## config.mk

```make
export PLATFORM = sky130hd
export DESIGN_NAME = mouse_report_to_event_core
export DESIGN_NICKNAME = d
export VERILOG_FILES = /design/src/rtl/core/mre_pkg.sv /design/src/rtl/core/mre_event_calc.sv /design/src/rtl/core/mouse_report_to_event_core.sv
export SDC_FILE = /design/constraint.sdc
export NUM_CORES = 1
export LEC_CHECK = 0
export BUFFER_PORTS_ARGS = -buffer_cell sky130_fd_sc_hd__buf_2
export CAP_MARGIN = 25
export CORE_UTILIZATION = 35
export DETAILED_ROUTE_END_ITERATION = 12
export PLACE_DENSITY = 0.53
export RECOVER_POWER = 50
export SLEW_MARGIN = 40
export SYNTH_ARGS = -nofsm -noshare
export SYNTH_HDL_FRONTEND = slang
export SYNTH_SLANG_ARGS = --single-unit
```

## constraint.sdc

```tcl
create_clock -name clock -period 17.3 [get_ports clock]
set_input_delay 0.865 -clock clock [delete_from_list [all_inputs] [get_ports clock]]
set_output_delay 0.865 -clock clock [all_outputs]
set_load 0.1 [all_outputs]
```

## src/rtl/core/mre_pkg.sv

```systemverilog
package mre_pkg;

   localparam int CSR_ADDR_W = 4;
   localparam int CSR_DATA_W = 32;

   // register indexes, taken from paddr[3:2]
   localparam logic [1:0] REG_SCREEN_WIDTH  = 2'd0;
   localparam logic [1:0] REG_SCREEN_HEIGHT = 2'd1;
   localparam logic [1:0] REG_REPORT_MODE   = 2'd2;

   localparam logic MODE_PS2 = 1'b0;
   localparam logic MODE_USB = 1'b1;

   localparam logic [2:0] EV_NONE        = 3'd0;
   localparam logic [2:0] EV_MOVE        = 3'd1;
   localparam logic [2:0] EV_LEFT_DOWN   = 3'd2;
   localparam logic [2:0] EV_LEFT_UP     = 3'd3;
   localparam logic [2:0] EV_RIGHT_DOWN  = 3'd4;
   localparam logic [2:0] EV_RIGHT_UP    = 3'd5;
   localparam logic [2:0] EV_MIDDLE_DOWN = 3'd6;
   localparam logic [2:0] EV_MIDDLE_UP   = 3'd7;

   localparam logic [10:0] WIDTH_RESET  = 11'd320;
   localparam logic [10:0] HEIGHT_RESET = 11'd200;
   localparam logic [9:0]  HOME_X       = 10'd160;
   localparam logic [9:0]  HOME_Y       = 10'd100;

   typedef struct packed {
      logic signed [15:0] delta_x;
      logic signed [15:0] delta_y;
      logic [2:0]         button_bits;
   } mre_req_type;

   typedef struct packed {
      logic [2:0] event_kind;
      logic [9:0] pointer_x;
      logic [9:0] pointer_y;
   } mre_rsp_type;

   typedef struct packed {
      logic [10:0] screen_width;
      logic [10:0] screen_height;
      logic        report_mode;
   } mre_cfg_type;

   typedef struct packed {
      logic [9:0] pos_x;
      logic [9:0] pos_y;
      logic [2:0] buttons;
   } mre_state_type;

endpackage

```

## src/rtl/core/mre_event_calc.sv

```systemverilog
module mre_event_calc (
   input  mre_pkg::mre_cfg_type   cfg,
   input  mre_pkg::mre_state_type state_cur,
   input  mre_pkg::mre_req_type   req,
   output mre_pkg::mre_state_type state_next,
   output logic [2:0]             event_kind
);
   import mre_pkg::*;

   localparam logic signed [15:0] PS2_MAX = 16'sd127;

   function automatic logic signed [16:0] clamp_delta(input logic signed [15:0] d);
      logic signed [16:0] r;
      if (d > PS2_MAX) r = 17'sd127;
      else if (d < -PS2_MAX) r = -17'sd127;
      else r = $signed({d[15], d});
      return r;
   endfunction

   // halve, rounding toward zero
   function automatic logic signed [16:0] half_delta(input logic signed [15:0] d);
      logic signed [16:0] t;
      t = $signed({d[15], d}) + $signed({16'b0, d[15]});
      return t >>> 1;
   endfunction

   function automatic logic [9:0] clamp_pos(input logic signed [17:0] p,
                                            input logic [10:0] size);
      logic [10:0] m;
      logic [9:0]  hi;
      logic [9:0]  r;
      m = size - 11'd1;
      if (size > 11'd1024) hi = 10'd1023;
      else if (size == 11'd0) hi = 10'd0;
      else hi = m[9:0];
      if (p < 0) r = 10'd0;
      else if (p > $signed({8'b0, hi})) r = hi;
      else r = p[9:0];
      return r;
   endfunction

   logic [2:0]         diff;
   logic               hit;
   logic [2:0]         btn_kind;
   logic [2:0]         btn_next;
   logic               moved;
   logic               apply;
   logic signed [16:0] step_x;
   logic signed [16:0] step_y;
   logic signed [17:0] sum_x;
   logic signed [17:0] sum_y;

   assign diff  = req.button_bits ^ state_cur.buttons;
   assign hit   = |diff;
   assign moved = (req.delta_x != 16'sd0) || (req.delta_y != 16'sd0);

   // first changed button wins: left, right, middle
   always_comb begin
      btn_next = state_cur.buttons;
      btn_kind = EV_NONE;
      if (diff[0]) begin
         btn_next[0] = req.button_bits[0];
         btn_kind    = req.button_bits[0] ? EV_LEFT_DOWN : EV_LEFT_UP;
      end else if (diff[1]) begin
         btn_next[1] = req.button_bits[1];
         btn_kind    = req.button_bits[1] ? EV_RIGHT_DOWN : EV_RIGHT_UP;
      end else if (diff[2]) begin
         btn_next[2] = req.button_bits[2];
         btn_kind    = req.button_bits[2] ? EV_MIDDLE_DOWN : EV_MIDDLE_UP;
      end
   end

   always_comb begin
      if (cfg.report_mode == MODE_PS2) begin
         step_x = clamp_delta(req.delta_x);
         step_y = -clamp_delta(req.delta_y);
      end else begin
         step_x = half_delta(req.delta_x);
         step_y = half_delta(req.delta_y);
      end
   end

   assign sum_x = $signed({8'b0, state_cur.pos_x}) + $signed({step_x[16], step_x});
   assign sum_y = $signed({8'b0, state_cur.pos_y}) + $signed({step_y[16], step_y});

   // USB drops motion when a button event goes out
   assign apply = moved && ((cfg.report_mode == MODE_PS2) || !hit);

   always_comb begin
      state_next.buttons = btn_next;
      state_next.pos_x   = apply ? clamp_pos(sum_x, cfg.screen_width) : state_cur.pos_x;
      state_next.pos_y   = apply ? clamp_pos(sum_y, cfg.screen_height) : state_cur.pos_y;
      if (hit) event_kind = btn_kind;
      else if (moved) event_kind = EV_MOVE;
      else event_kind = EV_NONE;
   end

endmodule

```

## src/rtl/core/mouse_report_to_event_core.sv

```systemverilog
// Mouse report to pointer event converter.
// Request channel (req_valid/req_ready/req_data): one mouse report per
// request, signed X/Y deltas and three button bits.
// Response channel (rsp_valid/rsp_ready/rsp_data): exactly one event per
// request, in order, with the pointer position after that report.
// Configuration: APB-style port; screen width at 0x0, screen height at 0x4,
// report mode at 0x8 (0 PS/2, 1 USB). Write only while no request is in flight.
// A taken request moves from the input register to the response register,
// which drives rsp_valid. Throughput: one request per cycle unless stalled;
// pointer and button state update as the response register is loaded.
// Reset: registers return to 320 x 200, PS/2 mode, pointer at (160,100),
// all buttons released, both stages empty.
// Stall: while rsp_ready is low the response holds; one more request can
// wait in the input register, after which req_ready drops.
module mouse_report_to_event_core (
   input  logic                                  clock,
   input  logic                                  reset,
   input  logic                                  req_valid,
   output logic                                  req_ready,
   input  mre_pkg::mre_req_type                  req_data,
   output logic                                  rsp_valid,
   input  logic                                  rsp_ready,
   output mre_pkg::mre_rsp_type                  rsp_data,
   input  logic                                  psel,
   input  logic                                  penable,
   input  logic                                  pwrite,
   input  logic [mre_pkg::CSR_ADDR_W-1:0]        paddr,
   input  logic [mre_pkg::CSR_DATA_W-1:0]        pwdata,
   output logic [mre_pkg::CSR_DATA_W-1:0]        prdata,
   output logic                                  pready
);
   import mre_pkg::*;

   mre_cfg_type   cfg_ff;
   mre_cfg_type   cfg_in;
   mre_state_type state_ff;
   mre_state_type state_in;
   mre_state_type state_calc;
   logic          s1_valid_ff;
   logic          s1_valid_in;
   mre_req_type   s1_req_ff;
   logic          rsp_valid_ff;
   logic          rsp_valid_in;
   mre_rsp_type   rsp_data_ff;
   mre_rsp_type   rsp_data_in;
   logic [2:0]    kind_calc;
   logic          req_take;
   logic          out_free;
   logic          s1_adv;
   logic          csr_we;
   logic [1:0]    csr_idx;

   assign pready  = 1'b1;
   assign csr_idx = paddr[3:2];
   assign csr_we  = psel && penable && pwrite && pready;

   always_comb begin
      cfg_in = cfg_ff;
      if (csr_we) begin
         unique case (csr_idx)
            REG_SCREEN_WIDTH:  cfg_in.screen_width  = pwdata[10:0];
            REG_SCREEN_HEIGHT: cfg_in.screen_height = pwdata[10:0];
            REG_REPORT_MODE:   cfg_in.report_mode   = pwdata[0];
            default:           cfg_in = cfg_ff;
         endcase
      end
   end

   always_comb begin
      unique case (csr_idx)
         REG_SCREEN_WIDTH:  prdata = {21'b0, cfg_ff.screen_width};
         REG_SCREEN_HEIGHT: prdata = {21'b0, cfg_ff.screen_height};
         REG_REPORT_MODE:   prdata = {31'b0, cfg_ff.report_mode};
         default:           prdata = '0;
      endcase
   end

   // two-stage flow: input register, then response register
   assign out_free  = !rsp_valid_ff || rsp_ready;
   assign s1_adv    = s1_valid_ff && out_free;
   assign req_ready = !s1_valid_ff || out_free;
   assign req_take  = req_valid && req_ready;

   assign s1_valid_in  = req_take || (s1_valid_ff && !out_free);
   assign rsp_valid_in = s1_adv || (rsp_valid_ff && !rsp_ready);

   mre_event_calc u_calc (
      .cfg        (cfg_ff),
      .state_cur  (state_ff),
      .req        (s1_req_ff),
      .state_next (state_calc),
      .event_kind (kind_calc)
   );

   assign state_in = s1_adv ? state_calc : state_ff;

   always_comb begin
      rsp_data_in.event_kind = kind_calc;
      rsp_data_in.pointer_x  = state_calc.pos_x;
      rsp_data_in.pointer_y  = state_calc.pos_y;
   end

   always_ff @(posedge clock) begin
      if (reset) begin
         cfg_ff.screen_width  <= WIDTH_RESET;
         cfg_ff.screen_height <= HEIGHT_RESET;
         cfg_ff.report_mode   <= MODE_PS2;
         state_ff.pos_x       <= HOME_X;
         state_ff.pos_y       <= HOME_Y;
         state_ff.buttons     <= 3'b000;
         s1_valid_ff          <= 1'b0;
         rsp_valid_ff         <= 1'b0;
      end else begin
         cfg_ff       <= cfg_in;
         state_ff     <= state_in;
         s1_valid_ff  <= s1_valid_in;
         rsp_valid_ff <= rsp_valid_in;
      end
   end

   always_ff @(posedge clock) begin
      if (req_take) begin
         s1_req_ff <= req_data;
      end
      if (s1_adv) begin
         rsp_data_ff <= rsp_data_in;
      end
   end

   assign rsp_valid = rsp_valid_ff;
   assign rsp_data  = rsp_data_ff;

endmodule

```

==> impl_metrics.env <==
export IMPL_fin_nets=1112
export IMPL_synth_top_family_by_area="simple AND/OR/NAND/NOR gates"
export IMPL_hp_start="state_ff[6]"
export IMPL_critPathLaunchType="register"
export IMPL_via_per_inst=5.26
export IMPL_ys_flop_type="edfxtp_1"
export IMPL_muxShareOfSynthArea=0.0548
export IMPL_power_density_mw_per_mm2=77.7
export IMPL_synth_distinct_cells=89
export IMPL_tightest_slew_ns=1.97
export IMPL_fmax_mhz=147
export IMPL_rr_startpoint="s1_req_ff[5]"
export IMPL_tritoncts="built"
export IMPL_clk_pin_slew_ns=0.08
export IMPL_place_ws_ns=10.51
export IMPL_core_rowCount=54
export IMPL_grt_max_degree=45
export IMPL_grt_pass1_vias=6291
export IMPL_final_core_util=0.400
export IMPL_first_pass_iters=6
export IMPL_synth_warnings=0
export IMPL_async_flop_share=0
export IMPL_vias=6666
export IMPL_area_growth_pct=10.5
export IMPL_clock_skew_ns=0.0120
export IMPL_synthXorXnorAreaFrac=0.0614
export IMPL_setup_ws_ns=10.50
export IMPL_post_synth_top_count_cell="nand2_1"
export IMPL_worstPathRequired_ns=17.39
export IMPL_cp_slowest_cell="or3_1"
export IMPL_relSlewSlack=-0.316
export IMPL_avgRoutedWirePerCell_um=15.8
export IMPL_post_cts_resize_count=0
export IMPL_drtIter0Drc=295
export IMPL_boundaryPins=136
export IMPL_ant_nets=0
export IMPL_final_hold_violation_count=0
export IMPL_clock_latency_ns=0.36
export IMPL_dieArea_mm2=0.0234
export IMPL_period_needed_ns=6.80
export IMPL_yosys_area_share_adder=0.0842
export IMPL_synthSimpleGateAreaFrac=0.204
export IMPL_syn_inst=916
export IMPL_hp_class="reg2reg"
export IMPL_ys_seq_area_frac=0.338
export IMPL_synth_top_area_cell="edfxtp_1"
export IMPL_route_detailed_drc=0
export IMPL_die_x_um=153
export IMPL_die_h_um=153
export IMPL_diodes=0
export IMPL_antenna_found_initial=0
export IMPL_yosys_top_cells_area="edfxtp_1, dfxtp_1, ha_1"
export IMPL_rsz0062_at_grt="false"
export IMPL_grt_pass1_wl_um=32300
export IMPL_path_class="reg2reg"
export IMPL_routed_wl_um=20000
export IMPL_synth_top_area_share=0.218
export IMPL_gp_congestion=0.869
export IMPL_timing_rr_end="rsp_data[4]"
export IMPL_worstPathArrival_ns=6.89
export IMPL_synth_compound_area_frac=0.181
export IMPL_report_final_slew_viol_count=100
export IMPL_root_buffer="clkbuf_16"
export IMPL_synth_edff_count=58
export IMPL_r2r_cells=28
export IMPL_ys_top_cells_by_count="nand2_1, nor2_1, a21oi_1, edfxtp_1, ha_1"
export IMPL_hold_path_depth=2
export IMPL_ctsHoldBuffers=0
export IMPL_violations="max-capacitance violations, max-slew violations"
export IMPL_max_cap_violations=3
export IMPL_ctsHtreeMaxLevel=3
export IMPL_startpoint="s1_req_ff[5]"
export IMPL_cts_post_setup_buffers_inserted=0
export IMPL_min_to="state_ff[6]"
export IMPL_cts_sinks=106
export IMPL_finalSetupTns_ns=0
export IMPL_numCtsBuffers=9
export IMPL_start_util=0.362
export IMPL_leakage_nw=3.54
export IMPL_grt_total_usage=0.173
export IMPL_ir_drop_v=0.0000485
export IMPL_status="finished, violations left"
export IMPL_timing_final_crit_share=0.393
export IMPL_drive_gt1_frac=0.148
export IMPL_syn_area_mm2=0.00799
export IMPL_port_buffers=90
export IMPL_dp_hpwl_um=15300
export IMPL_clk_path_buf_depth=2
export IMPL_crit_fanout=18
export IMPL_grt_overflow=0
export IMPL_ys_ff_latch=106
export IMPL_post_synth_cell_area_avg_um2=8.73
export IMPL_crit_path_end_kind="register"
export IMPL_power_mw=0.686
export IMPL_critical_path_max_stage_delay_ns=0.57
export IMPL_setup_violations=0
export IMPL_core_area_mm2=0.0221
export IMPL_reg2reg_slack_ns=10.50
-- layer usage --
metal	vias to the layer above	GRT usage	part of all wire
met5	-	0	0
met4	0	0.0577	0.019
met3	24	0.0247	0.033
met2	127	0.290	0.48
met1	3107	0.229	0.47
li1	3408	-	-
-- cells by family (layout without fill, tap and decap cells) --
group           Yosys count  after routing
compound gates          218            218
flops                   106            106
fa+ha+maj                53             53
mux                      43             43
buf+inv                 113            165
xor+xnor                 56             56
simple gates            325            325
other cells               2             22
-- worst max-delay path: cells and delay by family (launching register included) --
kind	cells	cell delay, ns
xor gates and xnor gates	2	0.35
muxes	1	0.24
buffers and inverters	3	0.58
AOI/OAI and AO/OA	11	1.79
DFF	1	0.56
adders and majority gates	4	1.34
and+or+nand+nor	7	1.65
-- power by group --
group / internal (mW) / switching [mW]
logic: 0.0591 / 0.125
clock network: 0.109 / 0.101
registers: 0.279 / 0.0140
total: 0.447 / 0.239
-- metrics by stage --
step | hold slack [ns] | cell area [um^2] | cells
6_report | 0.477 | 8830 | 1268
3_3_place_gp | 0.462 | 8530 | 1252
3_5_place_dp | 0.468 | 8540 | 1252
2_1_floorplan | 0.446 | 8070 | 936
5_1_grt | 0.501 | 8830 | 1268
4_1_cts | 0.480 | 8830 | 1268
-- registers in the layout, summed over array words and instances, names as in the netlist --
signal and cells:
state_ff 23, s1_valid_ff 1, rsp_valid 1, cfg_ff 23, rsp_data 23, s1_req_ff 35
-- area by class of cell --
cell class | instances | area, um^2
Tap cell | 280 | 350
Inverter | 49 | 184
Clock buffer | 11 | 254
Timing Repair Buffer | 100 | 515
Sequential cell | 106 | 2700
Clock inverter | 5 | 42.5
Fill cell | 2266 | 13300
Multi-Input combinational cell | 717 | 4780
-- how the worst max path moves through the flow --
stage                  endpoint  slack (ns)  cells after the start
floorplan           rsp_data[8]       11.54                     29
global placement    rsp_data[3]       10.55                     28
detailed placement  rsp_data[4]       10.51                     28
CTS                 rsp_data[4]       10.48                     28
global route        rsp_data[3]        9.87                     28
finish              rsp_data[4]       10.50                     28
-- cells in the final DEF (no fill, tap or decap), types with 40 or more instances in the layout --
cell and count:
nand2_1 102, buf_2 88, nor2_1 76, a21oi_1 61
edfxtp_1 58, ha_1 49, inv_1 48, dfxtp_1 48
o21ai_0 46, mux2i_1 40
Power figures use the tool's default switching activity.
